<file path="config.mk">
export PLATFORM = sky130hd
export DESIGN_NAME = two_pair_led_beacon_sequencer_flat
export DESIGN_NICKNAME = d
export VERILOG_FILES = /design/src/rtl/core/tpbs_pkg.sv /design/src/rtl/core/tpbs_req_if.sv /design/src/rtl/core/tpbs_rsp_if.sv /design/src/rtl/core/tpbs_serdiv.sv /design/src/rtl/core/two_pair_led_beacon_sequencer.sv /design/src/flat_wrapper.sv
export SDC_FILE = /design/constraint.sdc
export NUM_CORES = 2
export LEC_CHECK = 0
export BUFFER_PORTS_ARGS = -buffer_cell sky130_fd_sc_hd__buf_4
export CORE_ASPECT_RATIO = 1.5
export CORE_MARGIN = 2
export CORE_UTILIZATION = 55
export CTS_CLUSTER_DIAMETER = 50
export DETAILED_ROUTE_END_ITERATION = 7
export PLACE_DENSITY = 0.81
export SETUP_SLACK_MARGIN = 0.05
export SLEW_MARGIN = 20
export SYNTH_ARGS = -nofsm -noshare
export SYNTH_HDL_FRONTEND = slang
export SYNTH_SLANG_ARGS = --single-unit
</file>
<file path="constraint.sdc">
create_clock -name clock -period 15.02 [get_ports clock]
set_clock_uncertainty 0.2 [all_clocks]
set_input_delay 0.751 -clock clock [delete_from_list [all_inputs] [get_ports clock]]
set_output_delay 0.751 -clock clock [all_outputs]
set_load 0.02 [all_outputs]
</file>
<file path="src/rtl/core/tpbs_pkg.sv">
package tpbs_pkg;

   // Beacon timing, in milliseconds
   localparam int BEACON_PERIOD = 1200;
   localparam int FADE_LENGTH   = 200;

   localparam logic [15:0] PERIOD_VAL = 16'(BEACON_PERIOD);
   localparam logic [15:0] FADE_VAL   = 16'(FADE_LENGTH);

   // Bit-serial divider: 32-bit dividend, 16-bit divisor, one bit per cycle
   localparam int DIV_STEPS = 32;
   localparam int DIV_CNT_W = $clog2(DIV_STEPS);

   typedef enum logic [1:0] {
      OP_SCAN     = 2'd0,
      OP_SET_MODE = 2'd1,
      OP_ATTACH   = 2'd2,
      OP_DETACH   = 2'd3
   } tpbs_op_type;

   typedef enum logic [1:0] {
      MODE_DISABLED = 2'd0,
      MODE_GUIDANCE = 2'd1,
      MODE_LANDED   = 2'd2
   } tpbs_mode_type;

   typedef enum logic [1:0] {
      ANIM_OFF   = 2'd0,
      ANIM_GUIDE = 2'd1,
      ANIM_FADE  = 2'd2
   } tpbs_anim_type;

   typedef enum logic [3:0] {
      ST_IDLE,
      ST_GMOD_GO,
      ST_GMOD_WAIT,
      ST_GSCALE_GO,
      ST_GSCALE_WAIT,
      ST_GMUL_LO,
      ST_GMUL_HI,
      ST_GINTERP_GO,
      ST_GINTERP_WAIT,
      ST_FADE_CHECK,
      ST_FADE_MUL,
      ST_FADE_GO,
      ST_FADE_WAIT,
      ST_DONE
   } tpbs_state_type;

   typedef struct packed {
      logic        start;
      logic [31:0] dividend;
      logic [15:0] divisor;
   } tpbs_div_req_type;

   typedef struct packed {
      logic        done;
      logic [31:0] quotient;
      logic [15:0] remainder;
   } tpbs_div_rsp_type;

   // Quarter sine wave in Q1.15, 32768 = 1.0
   localparam logic [15:0] SINE_QUARTER [33] = '{
      16'd0,     16'd1608,  16'd3212,  16'd4808,  16'd6393,  16'd7962,
      16'd9512,  16'd11039, 16'd12540, 16'd14010, 16'd15447, 16'd16846,
      16'd18205, 16'd19520, 16'd20788, 16'd22006, 16'd23170, 16'd24279,
      16'd25330, 16'd26320, 16'd27246, 16'd28106, 16'd28899, 16'd29622,
      16'd30274, 16'd30853, 16'd31357, 16'd31786, 16'd32138, 16'd32413,
      16'd32610, 16'd32729, 16'd32768
   };

   // Half sine wave over 0..64, zero at and past 64
   function automatic logic [15:0] half_wave_at(input logic [6:0] k);
      logic [5:0] k6;
      logic [6:0] mirror;
      k6     = k[5:0];
      mirror = 7'd64 - {1'b0, k6};
      if (k[6]) begin
         return 16'd0;
      end else if (k6 <= 6'd32) begin
         return SINE_QUARTER[k6];
      end else begin
         return SINE_QUARTER[mirror[5:0]];
      end
   endfunction

endpackage

</file>
<file path="src/rtl/core/tpbs_req_if.sv">
interface tpbs_req_if;
   logic        valid;
   logic        ready;
   logic [1:0]  opcode;
   logic [1:0]  mode_request;
   logic [31:0] now_ms;

   modport source (output valid, output opcode, output mode_request, output now_ms,
                   input ready);
   modport sink   (input valid, input opcode, input mode_request, input now_ms,
                   output ready);
endinterface

</file>
<file path="src/rtl/core/tpbs_rsp_if.sv">
interface tpbs_rsp_if;
   logic       valid;
   logic       ready;
   logic [7:0] pwm_a;
   logic [7:0] pwm_b;
   logic [1:0] anim_phase;
   logic       is_attached;

   modport source (output valid, output pwm_a, output pwm_b, output anim_phase,
                   output is_attached, input ready);
   modport sink   (input valid, input pwm_a, input pwm_b, input anim_phase,
                   input is_attached, output ready);
endinterface

</file>
<file path="src/rtl/core/tpbs_serdiv.sv">
module tpbs_serdiv
   import tpbs_pkg::*;
(
   input  logic             clock,
   input  logic             reset,
   input  tpbs_div_req_type div_req,
   output tpbs_div_rsp_type div_rsp
);

   logic                 busy_ff, busy_in;
   logic                 done_ff, done_in;
   logic [DIV_CNT_W-1:0] cnt_ff, cnt_in;
   logic [31:0]          quo_ff, quo_in;
   logic [15:0]          rem_ff, rem_in;
   logic [15:0]          divisor_ff, divisor_in;
   logic [16:0]          trial;
   logic [16:0]          diff;
   logic                 fits;

   // Shift one dividend bit into the partial remainder, subtract if it fits
   assign trial = {rem_ff, quo_ff[31]};
   assign diff  = trial - {1'b0, divisor_ff};
   assign fits  = (trial >= {1'b0, divisor_ff});

   always_comb begin
      busy_in    = busy_ff;
      done_in    = 1'b0;
      cnt_in     = cnt_ff;
      quo_in     = quo_ff;
      rem_in     = rem_ff;
      divisor_in = divisor_ff;
      if (div_req.start) begin
         busy_in    = 1'b1;
         cnt_in     = '0;
         quo_in     = div_req.dividend;
         rem_in     = '0;
         divisor_in = div_req.divisor;
      end else if (busy_ff) begin
         quo_in = {quo_ff[30:0], fits};
         rem_in = fits ? diff[15:0] : trial[15:0];
         cnt_in = cnt_ff + 1'b1;
         if (cnt_ff == DIV_CNT_W'(DIV_STEPS - 1)) begin
            busy_in = 1'b0;
            done_in = 1'b1;
         end
      end
   end

   always_ff @(posedge clock) begin
      if (reset) begin
         busy_ff <= 1'b0;
         done_ff <= 1'b0;
      end else begin
         busy_ff <= busy_in;
         done_ff <= done_in;
      end
      cnt_ff     <= cnt_in;
      quo_ff     <= quo_in;
      rem_ff     <= rem_in;
      divisor_ff <= divisor_in;
   end

   assign div_rsp.done      = done_ff;
   assign div_rsp.quotient  = quo_ff;
   assign div_rsp.remainder = rem_ff;

endmodule

</file>
<file path="src/rtl/core/two_pair_led_beacon_sequencer.sv">
// Two-pair LED beacon sequencer. Each request item carries a command (scan, set mode,
// attach, detach) and a millisecond timestamp, and yields exactly one response item
// with the PWM levels of pairs A and B, the animation phase and the attach flag,
// all as they stand after the command. Commands that only change state pass through
// ST_DONE into the output register. A guidance scan, or switching to landed from
// guidance, runs three divisions on the shared bit-serial divider (period remainder,
// sine table position, interpolation) and two multiply steps. A fade scan runs two
// divisions by the fade length. The divider retires one quotient bit per cycle over
// 32 bits. One item is worked on at a time; the next item may be accepted while the
// previous response still waits to be taken.
module two_pair_led_beacon_sequencer
   import tpbs_pkg::*;
(
   input  logic              clock,
   input  logic              reset,
   tpbs_req_if.sink          req,
   tpbs_rsp_if.source        rsp
);

   tpbs_state_type   state_ff, state_in;
   logic             attached_ff, attached_in;
   tpbs_anim_type    anim_ff, anim_in;
   logic [31:0]      guide_start_ff, guide_start_in;
   logic [31:0]      fade_start_ff, fade_start_in;
   logic [15:0]      fade_from_a_ff, fade_from_a_in;
   logic [15:0]      fade_from_b_ff, fade_from_b_in;
   logic [15:0]      duty_a_ff, duty_a_in;
   logic [15:0]      duty_b_ff, duty_b_in;
   logic [31:0]      now_ff, now_in;
   logic             landing_ff, landing_in;
   logic             pair_b_ff, pair_b_in;
   logic             sel_b_ff, sel_b_in;
   logic [15:0]      x_ff, x_in;
   logic [15:0]      f_ff, f_in;
   logic [15:0]      lo_ff, lo_in;
   logic [15:0]      hi_ff, hi_in;
   logic [31:0]      acc_ff, acc_in;
   logic [31:0]      mul_ff, mul_in;
   logic [15:0]      lenme_ff, lenme_in;
   logic             rsp_valid_ff, rsp_valid_in;
   logic [7:0]       pwm_a_ff, pwm_a_in;
   logic [7:0]       pwm_b_ff, pwm_b_in;
   logic [1:0]       phase_ff, phase_in;
   logic             att_out_ff, att_out_in;

   tpbs_div_req_type div_req;
   tpbs_div_rsp_type div_rsp;

   logic             req_fire;
   logic [16:0]      x2;
   logic [16:0]      x2_sub;
   logic             x2_ge;
   logic [6:0]       q7;
   logic [6:0]       q7_next;
   logic [31:0]      elapsed;
   logic [15:0]      len_left;
   logic [15:0]      mul_a;
   logic [15:0]      mul_b;
   logic [31:0]      mul_prod;
   logic [15:0]      pulse;
   logic [23:0]      pwm_a_prod;
   logic [23:0]      pwm_b_prod;
   logic             rsp_free;

   tpbs_serdiv u_div (
      .clock   (clock),
      .reset   (reset),
      .div_req (div_req),
      .div_rsp (div_rsp)
   );

   assign req_fire = req.valid && req.ready;
   assign rsp_free = !rsp_valid_ff || rsp.ready;

   // Guidance half-period split and table position
   assign x2      = {div_rsp.remainder, 1'b0};
   assign x2_ge   = (x2 >= {1'b0, PERIOD_VAL});
   assign x2_sub  = x2 - {1'b0, PERIOD_VAL};
   assign q7      = {1'b0, div_rsp.quotient[5:0]};
   assign q7_next = q7 + 7'd1;
   assign pulse   = div_rsp.quotient[15:0];

   // Fade elapsed time
   assign elapsed  = now_ff - fade_start_ff;
   assign len_left = FADE_VAL - elapsed[15:0];

   // Shared multiplier
   always_comb begin
      mul_a = '0;
      mul_b = '0;
      unique case (state_ff)
         ST_GMUL_LO: begin
            mul_a = lo_ff;
            mul_b = PERIOD_VAL - f_ff;
         end
         ST_GMUL_HI: begin
            mul_a = hi_ff;
            mul_b = f_ff;
         end
         ST_FADE_MUL: begin
            mul_a = sel_b_ff ? fade_from_b_ff : fade_from_a_ff;
            mul_b = lenme_ff;
         end
         default: begin
         end
      endcase
   end
   assign mul_prod = mul_a * mul_b;

   // Divider operands per step
   always_comb begin
      div_req.start    = 1'b0;
      div_req.dividend = '0;
      div_req.divisor  = PERIOD_VAL;
      unique case (state_ff)
         ST_GMOD_GO: begin
            div_req.start    = 1'b1;
            div_req.dividend = now_ff - guide_start_ff;
         end
         ST_GSCALE_GO: begin
            div_req.start    = 1'b1;
            div_req.dividend = 32'({x_ff, 6'b0});
         end
         ST_GINTERP_GO: begin
            div_req.start    = 1'b1;
            div_req.dividend = acc_ff + mul_ff;
         end
         ST_FADE_GO: begin
            div_req.start    = 1'b1;
            div_req.dividend = mul_ff;
            div_req.divisor  = FADE_VAL;
         end
         default: begin
         end
      endcase
   end

   // PWM is the truncated duty * 255 in Q1.15
   assign pwm_a_prod = 24'(duty_a_ff) * 24'd255;
   assign pwm_b_prod = 24'(duty_b_ff) * 24'd255;

   // Sequencer: next state and datapath updates
   always_comb begin
      state_in       = state_ff;
      attached_in    = attached_ff;
      anim_in        = anim_ff;
      guide_start_in = guide_start_ff;
      fade_start_in  = fade_start_ff;
      fade_from_a_in = fade_from_a_ff;
      fade_from_b_in = fade_from_b_ff;
      duty_a_in      = duty_a_ff;
      duty_b_in      = duty_b_ff;
      now_in         = now_ff;
      landing_in     = landing_ff;
      pair_b_in      = pair_b_ff;
      sel_b_in       = sel_b_ff;
      x_in           = x_ff;
      f_in           = f_ff;
      lo_in          = lo_ff;
      hi_in          = hi_ff;
      acc_in         = acc_ff;
      mul_in         = mul_ff;
      lenme_in       = lenme_ff;
      rsp_valid_in   = rsp_valid_ff && !rsp.ready;
      pwm_a_in       = pwm_a_ff;
      pwm_b_in       = pwm_b_ff;
      phase_in       = phase_ff;
      att_out_in     = att_out_ff;

      unique case (state_ff)
         ST_IDLE: begin
            if (req_fire) begin
               now_in     = req.now_ms;
               landing_in = 1'b0;
               state_in   = ST_DONE;
               priority if (tpbs_op_type'(req.opcode) == OP_ATTACH) begin
                  guide_start_in = req.now_ms;
                  fade_start_in  = '0;
                  attached_in    = 1'b1;
                  anim_in        = ANIM_OFF;
                  duty_a_in      = '0;
                  duty_b_in      = '0;
               end else if (!attached_ff) begin
                  // detached: ignore the command
               end else if (tpbs_op_type'(req.opcode) == OP_DETACH) begin
                  attached_in = 1'b0;
                  anim_in     = ANIM_OFF;
                  duty_a_in   = '0;
                  duty_b_in   = '0;
               end else if (tpbs_op_type'(req.opcode) == OP_SET_MODE) begin
                  unique case (tpbs_mode_type'(req.mode_request))
                     MODE_GUIDANCE: begin
                        guide_start_in = req.now_ms;
                        anim_in        = ANIM_GUIDE;
                     end
                     MODE_LANDED: begin
                        priority if (anim_ff == ANIM_GUIDE) begin
                           landing_in = 1'b1;
                           state_in   = ST_GMOD_GO;
                        end else if (anim_ff != ANIM_FADE) begin
                           anim_in   = ANIM_OFF;
                           duty_a_in = '0;
                           duty_b_in = '0;
                        end else begin
                           // hold the running fade
                        end
                     end
                     default: begin
                        anim_in   = ANIM_OFF;
                        duty_a_in = '0;
                        duty_b_in = '0;
                     end
                  endcase
               end else begin
                  // scan
                  priority if (anim_ff == ANIM_GUIDE) begin
                     state_in = ST_GMOD_GO;
                  end else if (anim_ff == ANIM_FADE) begin
                     state_in = ST_FADE_CHECK;
                  end else begin
                     // off: nothing to update
                  end
               end
            end
         end

         ST_GMOD_GO: begin
            state_in = ST_GMOD_WAIT;
         end

         // Pick the pair and its position inside the half period
         ST_GMOD_WAIT: begin
            if (div_rsp.done) begin
               pair_b_in = x2_ge;
               x_in      = x2_ge ? x2_sub[15:0] : x2[15:0];
               state_in  = ST_GSCALE_GO;
            end
         end

         ST_GSCALE_GO: begin
            state_in = ST_GSCALE_WAIT;
         end

         // Look up the two table neighbors and the fraction between them
         ST_GSCALE_WAIT: begin
            if (div_rsp.done) begin
               lo_in    = half_wave_at(q7);
               hi_in    = half_wave_at(q7_next);
               f_in     = div_rsp.remainder;
               state_in = ST_GMUL_LO;
            end
         end

         ST_GMUL_LO: begin
            mul_in   = mul_prod;
            state_in = ST_GMUL_HI;
         end

         ST_GMUL_HI: begin
            acc_in   = mul_ff;
            mul_in   = mul_prod;
            state_in = ST_GINTERP_GO;
         end

         ST_GINTERP_GO: begin
            state_in = ST_GINTERP_WAIT;
         end

         // Store the pulse; capture it as the fade origin when landing, or go off at zero
         ST_GINTERP_WAIT: begin
            if (div_rsp.done) begin
               duty_a_in = pair_b_ff ? 16'd0 : pulse;
               duty_b_in = pair_b_ff ? pulse : 16'd0;
               if (landing_ff) begin
                  fade_start_in  = now_ff;
                  fade_from_a_in = pair_b_ff ? 16'd0 : pulse;
                  fade_from_b_in = pair_b_ff ? pulse : 16'd0;
                  if (pulse == 16'd0) begin
                     anim_in   = ANIM_OFF;
                     duty_a_in = '0;
                     duty_b_in = '0;
                  end else begin
                     anim_in = ANIM_FADE;
                  end
               end
               state_in = ST_DONE;
            end
         end

         // End the fade once its length has gone by
         ST_FADE_CHECK: begin
            if (elapsed >= 32'(FADE_LENGTH)) begin
               anim_in   = ANIM_OFF;
               duty_a_in = '0;
               duty_b_in = '0;
               state_in  = ST_DONE;
            end else begin
               lenme_in = len_left;
               sel_b_in = 1'b0;
               state_in = ST_FADE_MUL;
            end
         end

         ST_FADE_MUL: begin
            mul_in   = mul_prod;
            state_in = ST_FADE_GO;
         end

         ST_FADE_GO: begin
            state_in = ST_FADE_WAIT;
         end

         // Write pair A, then run pair B
         ST_FADE_WAIT: begin
            if (div_rsp.done) begin
               if (sel_b_ff) begin
                  duty_b_in = div_rsp.quotient[15:0];
                  state_in  = ST_DONE;
               end else begin
                  duty_a_in = div_rsp.quotient[15:0];
                  sel_b_in  = 1'b1;
                  state_in  = ST_FADE_MUL;
               end
            end
         end

         // Hand the item to the output register once it is free
         ST_DONE: begin
            if (rsp_free) begin
               rsp_valid_in = 1'b1;
               pwm_a_in     = pwm_a_prod[22:15];
               pwm_b_in     = pwm_b_prod[22:15];
               phase_in     = anim_ff;
               att_out_in   = attached_ff;
               state_in     = ST_IDLE;
            end
         end

         default: begin
            state_in = ST_IDLE;
         end
      endcase
   end

   always_ff @(posedge clock) begin
      if (reset) begin
         state_ff       <= ST_IDLE;
         attached_ff    <= 1'b0;
         anim_ff        <= ANIM_OFF;
         guide_start_ff <= '0;
         fade_start_ff  <= '0;
         fade_from_a_ff <= '0;
         fade_from_b_ff <= '0;
         duty_a_ff      <= '0;
         duty_b_ff      <= '0;
         rsp_valid_ff   <= 1'b0;
      end else begin
         state_ff       <= state_in;
         attached_ff    <= attached_in;
         anim_ff        <= anim_in;
         guide_start_ff <= guide_start_in;
         fade_start_ff  <= fade_start_in;
         fade_from_a_ff <= fade_from_a_in;
         fade_from_b_ff <= fade_from_b_in;
         duty_a_ff      <= duty_a_in;
         duty_b_ff      <= duty_b_in;
         rsp_valid_ff   <= rsp_valid_in;
      end
      now_ff     <= now_in;
      landing_ff <= landing_in;
      pair_b_ff  <= pair_b_in;
      sel_b_ff   <= sel_b_in;
      x_ff       <= x_in;
      f_ff       <= f_in;
      lo_ff      <= lo_in;
      hi_ff      <= hi_in;
      acc_ff     <= acc_in;
      mul_ff     <= mul_in;
      lenme_ff   <= lenme_in;
      pwm_a_ff   <= pwm_a_in;
      pwm_b_ff   <= pwm_b_in;
      phase_ff   <= phase_in;
      att_out_ff <= att_out_in;
   end

   assign req.ready       = (state_ff == ST_IDLE);
   assign rsp.valid       = rsp_valid_ff;
   assign rsp.pwm_a       = pwm_a_ff;
   assign rsp.pwm_b       = pwm_b_ff;
   assign rsp.anim_phase  = phase_ff;
   assign rsp.is_attached = att_out_ff;

endmodule

</file>
<file path="src/flat_wrapper.sv">
// flat-port wrapper written by rule: the top's interface ports become plain ports
module two_pair_led_beacon_sequencer_flat import tpbs_pkg::*;
  (clock, reset, req_valid, req_opcode, req_mode_request, req_now_ms, req_ready, rsp_valid, rsp_pwm_a, rsp_pwm_b, rsp_anim_phase, rsp_is_attached, rsp_ready);
  tpbs_req_if req_i ();
  tpbs_rsp_if rsp_i ();
  input  logic clock;
  input  logic reset;
  input wire logic [$bits(req_i.valid)-1:0] req_valid;
  input wire logic [$bits(req_i.opcode)-1:0] req_opcode;
  input wire logic [$bits(req_i.mode_request)-1:0] req_mode_request;
  input wire logic [$bits(req_i.now_ms)-1:0] req_now_ms;
  output wire logic [$bits(req_i.ready)-1:0] req_ready;
  output wire logic [$bits(rsp_i.valid)-1:0] rsp_valid;
  output wire logic [$bits(rsp_i.pwm_a)-1:0] rsp_pwm_a;
  output wire logic [$bits(rsp_i.pwm_b)-1:0] rsp_pwm_b;
  output wire logic [$bits(rsp_i.anim_phase)-1:0] rsp_anim_phase;
  output wire logic [$bits(rsp_i.is_attached)-1:0] rsp_is_attached;
  input wire logic [$bits(rsp_i.ready)-1:0] rsp_ready;
  assign req_i.valid = req_valid;
  assign req_i.opcode = req_opcode;
  assign req_i.mode_request = req_mode_request;
  assign req_i.now_ms = req_now_ms;
  assign req_ready = req_i.ready;
  assign rsp_valid = rsp_i.valid;
  assign rsp_pwm_a = rsp_i.pwm_a;
  assign rsp_pwm_b = rsp_i.pwm_b;
  assign rsp_anim_phase = rsp_i.anim_phase;
  assign rsp_is_attached = rsp_i.is_attached;
  assign rsp_i.ready = rsp_ready;
  two_pair_led_beacon_sequencer u_core (.clock(clock), .reset(reset), .req(req_i), .rsp(rsp_i));
endmodule
</file>
### Yosys cells after proc, flatten, opt, wreduce, memory -nomap -nowiden

Memory sizes are Yosys's and may differ from the RTL's.
Cells that the tools add are included.

* add/subtract/negate cells: 11
* eq/ne operators: 40
* multiply operators: 3
* muxes and demuxes: 95
* reduce and logical (&&, ||, !) cells: 31
* magnitude comparators: 9
* bitwise gates (word level): 9

Operators by type and width (count)
* 16-bit two-way mux: 33
* 32-bit two-way mux: 11
* 33-bit one-hot mux with 4 select lines: 1
* 16-bit one-hot mux with 4 select lines: 2
* 16-bit one-hot mux with 3 select lines: 2
* 32-bit one-hot mux with 2 select lines: 1
* 32-bit subtractor: 2
* 4-bit one-hot mux with 14 select lines: 1
* 4-bit two-way mux: 13
* 16-bit by 8-bit multiplier with 23-bit output (second input constant): 2
* 32-bit adder: 1
* 32-bit by 8-bit greater-or-equal comparator with 1-bit output (second input constant): 1
* 16-bit by 16-bit multiplier with 32-bit output: 1
* 16-bit one-hot mux with 2 select lines: 1
* 7-bit greater-or-equal comparator (second input constant): 4
* 6-bit inverter with 7-bit output: 4
* 4-bit equality test (second input constant): 6
* 2-bit two-way mux: 11
* 11-bit AND reduction: 2
* 2-bit != test (second input constant): 9
* 17-bit by 11-bit greater-or-equal comparator with 1-bit output (second input constant): 1
* 17-bit by 16-bit greater-or-equal comparator with 1-bit output: 1
* 4-bit by 3-bit equality test with 1-bit output (second input constant): 4
* 16-bit logical NOT: 1
* 38 further kinds: 83

* bits in registers: 405
* memories: 4
* input port bits: 40
* logic and storage cells: 234
* memory bits (read-only): 4096
* output and inout bits: 21

Memories
* (name not given): depth 64, bits a word 16, read ports 1, clocked after memory_dff 0, write ports 0, line tpbs_pkg.sv:83 `return SINE_QUARTER[mirror[5:0]];`
* (name not given): depth 64, bits a word 16, read ports 1, clocked after memory_dff 0, write ports 0, line tpbs_pkg.sv:83
* (name not given): depth 64, bits a word 16, read ports 1, clocked after memory_dff 0, write ports 0, line tpbs_pkg.sv:81 `return SINE_QUARTER[k6];`
* (name not given): depth 64, bits a word 16, read ports 1, clocked after memory_dff 0, write ports 0, line tpbs_pkg.sv:81

### Depth between registers and ports, before layout

* depth after elaboration: 10
* depth in mapped cells: 34
* gate-level depth less buffers: 33

### Hierarchy

From an unflattened synthesis, not the netlist that was laid out.

* cells, all modules: 4278
* area total of the unflattened synthesis: 38637.1 sq um

Modules (own cells, without submodules)
* two_pair_led_beacon_sequencer: area each 34924.7 sq um, cells each 3952, seq. area each 8638.3 sq um, times used 1
* tpbs_serdiv: area each 3712.3 sq um, cells each 326, seq. area each 1901.8 sq um, times used 1

### Least setup slack after synthesis

OpenSTA, ideal clock, no wires.

* path type: flip-flop to flip-flop
* from: reg u_core.state_ff[1]
* to: reg u_core.mul_ff[30], data pin
* cell stages (with the launch flop): 30
* period minus slack after synthesis: 8.716 ns
* arrival time: 8.259 ns
* data required time: 14.562 ns
* library setup time: 0.258 ns
* buffers on the path: 3
* slack: 6.304 ns
* path through: dfxtp_1 clkbuf_1 nand3_1 inv_1 clkbuf_1 a22oi_1 nand2_1 clkbuf_1 nand2_1 fa_1 fa_1 fa_1 fa_1 inv_1 fa_1 inv_1 fa_1 inv_1 ha_1 a21o_1 a21o_1 a21oi_1 o21ai_0 or4_1 o21ai_0 o31ai_1 a31oi_1 o2111ai_1 a21oi_1 xnor2_1

* cells in the longest elaborated chain, start to end: 3
* elaborated cells on any way between the ends: 6
* classes of those cells: mul: 1; eq/ne: 3; mux: 2

Ends and longest elaborated chain
* from (decl): line two_pair_led_beacon_sequencer.sv:20 `tpbs_state_type state_ff, state_in;`
* from (signal assigned): line two_pair_led_beacon_sequencer.sv:358 `state_ff <= state_in;`
* 4-bit equality test or 4-bit by 3-bit equality test with 1-bit output (tied branches): line two_pair_led_beacon_sequencer.sv:91 `unique case (state_ff)`
* 16-bit one-hot mux with 3 select lines: line two_pair_led_beacon_sequencer.sv:91
* 16-bit by 16-bit multiplier with 32-bit output *: line two_pair_led_beacon_sequencer.sv:108 `assign mul_prod = mul_a * mul_b;`
* named net u_core.mul_prod[30]: line two_pair_led_beacon_sequencer.sv:59 `logic [31:0] mul_prod;`
* to (signal assigned): line two_pair_led_beacon_sequencer.sv:378 `mul_ff <= mul_in;`
* to (decl): line two_pair_led_beacon_sequencer.sv:38 `logic [31:0] mul_ff, mul_in;`

The timed path passes the listed nets; every way through them passes the cells marked *.
A chain may end at the register's enable or synchronous reset.

### Worst setup path after layout

* from: reg u_core.state_ff[0]
* to: reg u_core.mul_ff[30], data pin

The elaborated chain is that of the path after synthesis.

==> flow_summary.ini <==
[placement]
io_buffers = 60
placed_area_um2 = 39260
dp_hpwl_um = 80620
dp.cells = 5064
place_congestion = 1.003

[power_and_ir_drop]
p_sw_frac = 0.4701
seqPwrFrac = 0.259
power_density_nw_per_um2 = 152.2
pwr-share-clk = 0.191
switching_power_mw = 2.926
p_total_mw = 6.226
cellLeakagePower_nw = 17.08
p_int_mw = 3.299
peakVddDrop_mv = 0.1451
power_frac_comb = 0.550

[clock_network]
cts_buffer_depth = 3
cts_tree = done
clockRootBuffer = clkbuf_16
clock_sinks = 390
post_cts_resized = 0
cts_setup_buffers = 0
clk_pin_slew_worst_paths_ps = 60
clock_latency_ps = 610
cts_made_buffers = 46
postCtsHoldBufs = 0
cts.htree.levels = 2

[sta]
hold_viol_final = 0
rsz0062_at_grt = no
finalCritPeriodShare = 0.6853
period_needed_ps = 10290
max_freq_mhz = 97.16
fin_setup_tns_ps = 0
slew_viol_final = 0
finalSetupViolations = 0
worst_slew_pin_slew_ps = 1057
slew-limit-headroom = 0.2941

[detailed_routing]
ant_nets = 0
num_vias = 31500
drt-wirelength-per-cell_um = 20.69
drc = 0
wirelength_um = 106600
drt-initial-drc-count = 2981
drtPass1Iterations = 6
vias_per_cell = 6.115

[global_routing]
grt.met1_usage = 0.3378
grt.busiest_layer = met2
grt_max_degree = 104
grt-ovfl-total = 0
grt_use_met2 = 0.5263
grt_pass1_wl_um = 169600
grt_pass1_vias = 31885
grt_usage = 0.3018
use_met3 = 0.03834
antenna_found_initial = 0

[synth]
yosysUniqueCellTypes = 83
synth-seq-cells = 390
yosys_warnings = 0
syn_inst = 4245
synth_area_um2 = 37880
synth_nets = 4939
avgSynthCellArea_um2 = 8.923
synth_edf_count = 231
synthArstFlopShare = 0
yosys_most_used_dff = edfxtp_1
synth_seq_area_share = 0.2672

[layout]
final_area_um2 = 40900
syn2layout_area_growth_pct = 7.967
nets = 4914
drive_gt1_frac = 0.06388
finalNonFillerCells = 5151
fin_util = 0.6008

[die]
die_w_um = 218.3
coreArea_um2 = 68070
rows = 117
ios = 61
start_util = 0.5565
die_y_um = 325.4
dieArea_um2 = 71030

[critical_path]
r2r_end = u_core.mul_ff[30]
r2r-start = u_core.state_ff[0]
slowest_stage = a221oi_1
startpoint_type = flop
timing.critical_path.mode_cell = fa_1
crit_fanout = 33
crit_type = flop to flop
endpoint_kind = flop
required_ps = 15150
ff2ff_path_depth = 28
rrSetupSlack_ps = 4730
cpPeakStageDelay_ps = 860
cp.arrival_ps = 10420

[status]
outcome = finished clean

[worst_hold_path]
worstHoldStart = req_now_ms[4]
hp-class = primary input to flop
hold_path_depth = 1
hold_end = u_core.now_ff[4]

[job]
drv_cap = 0
==> per-stage QoR <==
stage,setup slack [ps],hold slack (ps)
after floorplan,6304,206.4
after global placement,5115,236.9
after detailed placement,4986,246.1
after CTS,4944,102.4
after global routing,4213,119.2
final,4727,126.3
==> cells by family after synthesis <==
logic type	synth area share
xor+xnor	0.03792
mux	0.02276
fa+ha+maj	0.2829
flops	0.2672
compound gates	0.1652
simple gates	0.1506
buf+inv	0.07346
==> placed cells by master (no fill, tap or decap), types with 59 or more instances in the layout <==
cell | synthesis | final
nand2_1 | 505 | 505
nor2_1 | 334 | 329
edfxtp_1 | 231 | 231
fa_1 | 336 | 336
xnor2_1 | 104 | 102
ha_1 | 318 | 318
mux2i_1 | 76 | 76
nor3_1 | 60 | 59
o21ai_0 | 176 | 174
nand3_1 | 92 | 92
buf_4 | 2 | 130
xor2_1 | 60 | 60
dfxtp_1 | 159 | 159
a21o_1 | 59 | 59
nand2b_1 | 62 | 62
a21oi_1 | 267 | 266
inv_1 | 529 | 528
==> power groups by stage <==
stage          combinational [mW]  clock, mW  sequential, mW
3_5_place_dp                 3.31          0            1.62
5_1_grt                      3.75       1.24            1.62
3_3_place_gp                 3.27          0            1.62
6_report                     3.42       1.19            1.61
2_1_floorplan                2.47          0            1.51
4_1_cts                      3.35       1.20            1.60
==> per-layer routing <==
metal / routed length, um / vias up
met5: 0 / -
met4: 8953 / 0
met3: 6648 / 420
met2: 52920 / 1314
met1: 38060 / 15228
li1: - / 14538
==> Yosys cell counts, types with 10 or more instances <==
cell type | number | area, um^2
a211oi_1 | 55 | 412.9
a21o_1 | 59 | 442.9
a21oi_1 | 267 | 1336
a221o_1 | 21 | 210.2
a221oi_1 | 21 | 183.9
a222oi_1 | 24 | 240.2
a22oi_1 | 53 | 397.9
a31oi_1 | 36 | 225.2
and2_1 | 34 | 212.7
and3_1 | 22 | 137.6
buf_1 | 14 | 52.55
clkbuf_1 | 183 | 686.9
dfxtp_1 | 159 | 3183
edfxtp_1 | 231 | 6937
fa_1 | 336 | 6726
ha_1 | 318 | 3979
inv_1 | 529 | 1986
mux2i_1 | 76 | 760.7
nand2_1 | 505 | 1896
nand2b_1 | 62 | 387.9
nand3_1 | 92 | 460.4
nand3b_1 | 16 | 120.1
nand4_1 | 21 | 131.4
nor2_1 | 334 | 1254
nor2b_1 | 29 | 181.4
nor3_1 | 60 | 300.3
nor4_1 | 19 | 118.9
o2111ai_1 | 10 | 87.58
o211ai_1 | 46 | 345.3
o21a_1 | 28 | 210.2
o21ai_0 | 176 | 880.8
o21ai_1 | 13 | 65.06
o21bai_1 | 21 | 157.7
o221ai_1 | 13 | 113.9
o22ai_1 | 19 | 118.9
o311ai_0 | 12 | 105.1
o31ai_1 | 14 | 105.1
or2_2 | 14 | 87.58
or3_1 | 24 | 150.1
xnor2_1 | 104 | 910.9
xor2_1 | 60 | 525.5
==> sequential cells by signal, summed over array words and instances (netlist names), 4 cells and up, named ones only <==
name	count
u_core.rsp.pwm_a	8
u_core.duty_b_ff	16
u_core.guide_start_ff	32
u_core.acc_ff	32
u_core.now_ff	32
u_core.rsp.pwm_b	8
u_core.u_div.quo_ff	32
u_core.fade_start_ff	32
u_core.lo_ff	16
u_core.fade_from_a_ff	16
u_core.u_div.cnt_ff	5
u_core.duty_a_ff	16
u_core.lenme_ff	16
u_core.mul_ff	32
u_core.u_div.rem_ff	16
u_core.x_ff	15
u_core.state_ff	4
u_core.fade_from_b_ff	16
u_core.f_ff	16
u_core.hi_ff	16
==> worst max-delay path, delay by kind of cell (launching register included) <==
family	cells	cell delay (ps)
DFF	1	840
AOI/OAI and AO/OA	10	3000
xor gates and xnor gates	1	80
and+or+nand+nor	4	1320
adders and majority gates	7	3480
buffers and inverters	6	1090
==> layout make-up <==
class | count | area [um^2]
multi-input cells | 3117 | 25060
repair buffers | 130 | 975.9
inverters | 535 | 2008
well taps | 892 | 1116
fillers | 5676 | 27170
flip-flops and latches | 390 | 10120
clock inverters | 30 | 349.1
clock buffers | 56 | 1270
diodes | 1 | 2.502
==> worst max-delay path by stage <==
stage / start / to / slack (ps) / depth (start not counted)
2_1_floorplan: u_core.state_ff[1] / u_core.mul_ff[30] / 6300 / 29
3_3_place_gp: u_core.state_ff[1] / u_core.mul_ff[30] / 5120 / 26
3_5_place_dp: u_core.state_ff[0] / u_core.mul_ff[30] / 4990 / 28
4_1_cts: u_core.state_ff[0] / u_core.mul_ff[30] / 4940 / 28
5_1_grt: u_core.state_ff[0] / u_core.mul_ff[30] / 4210 / 28
6_report: u_core.state_ff[0] / u_core.mul_ff[30] / 4730 / 28
Power figures use the tool's default switching activity.
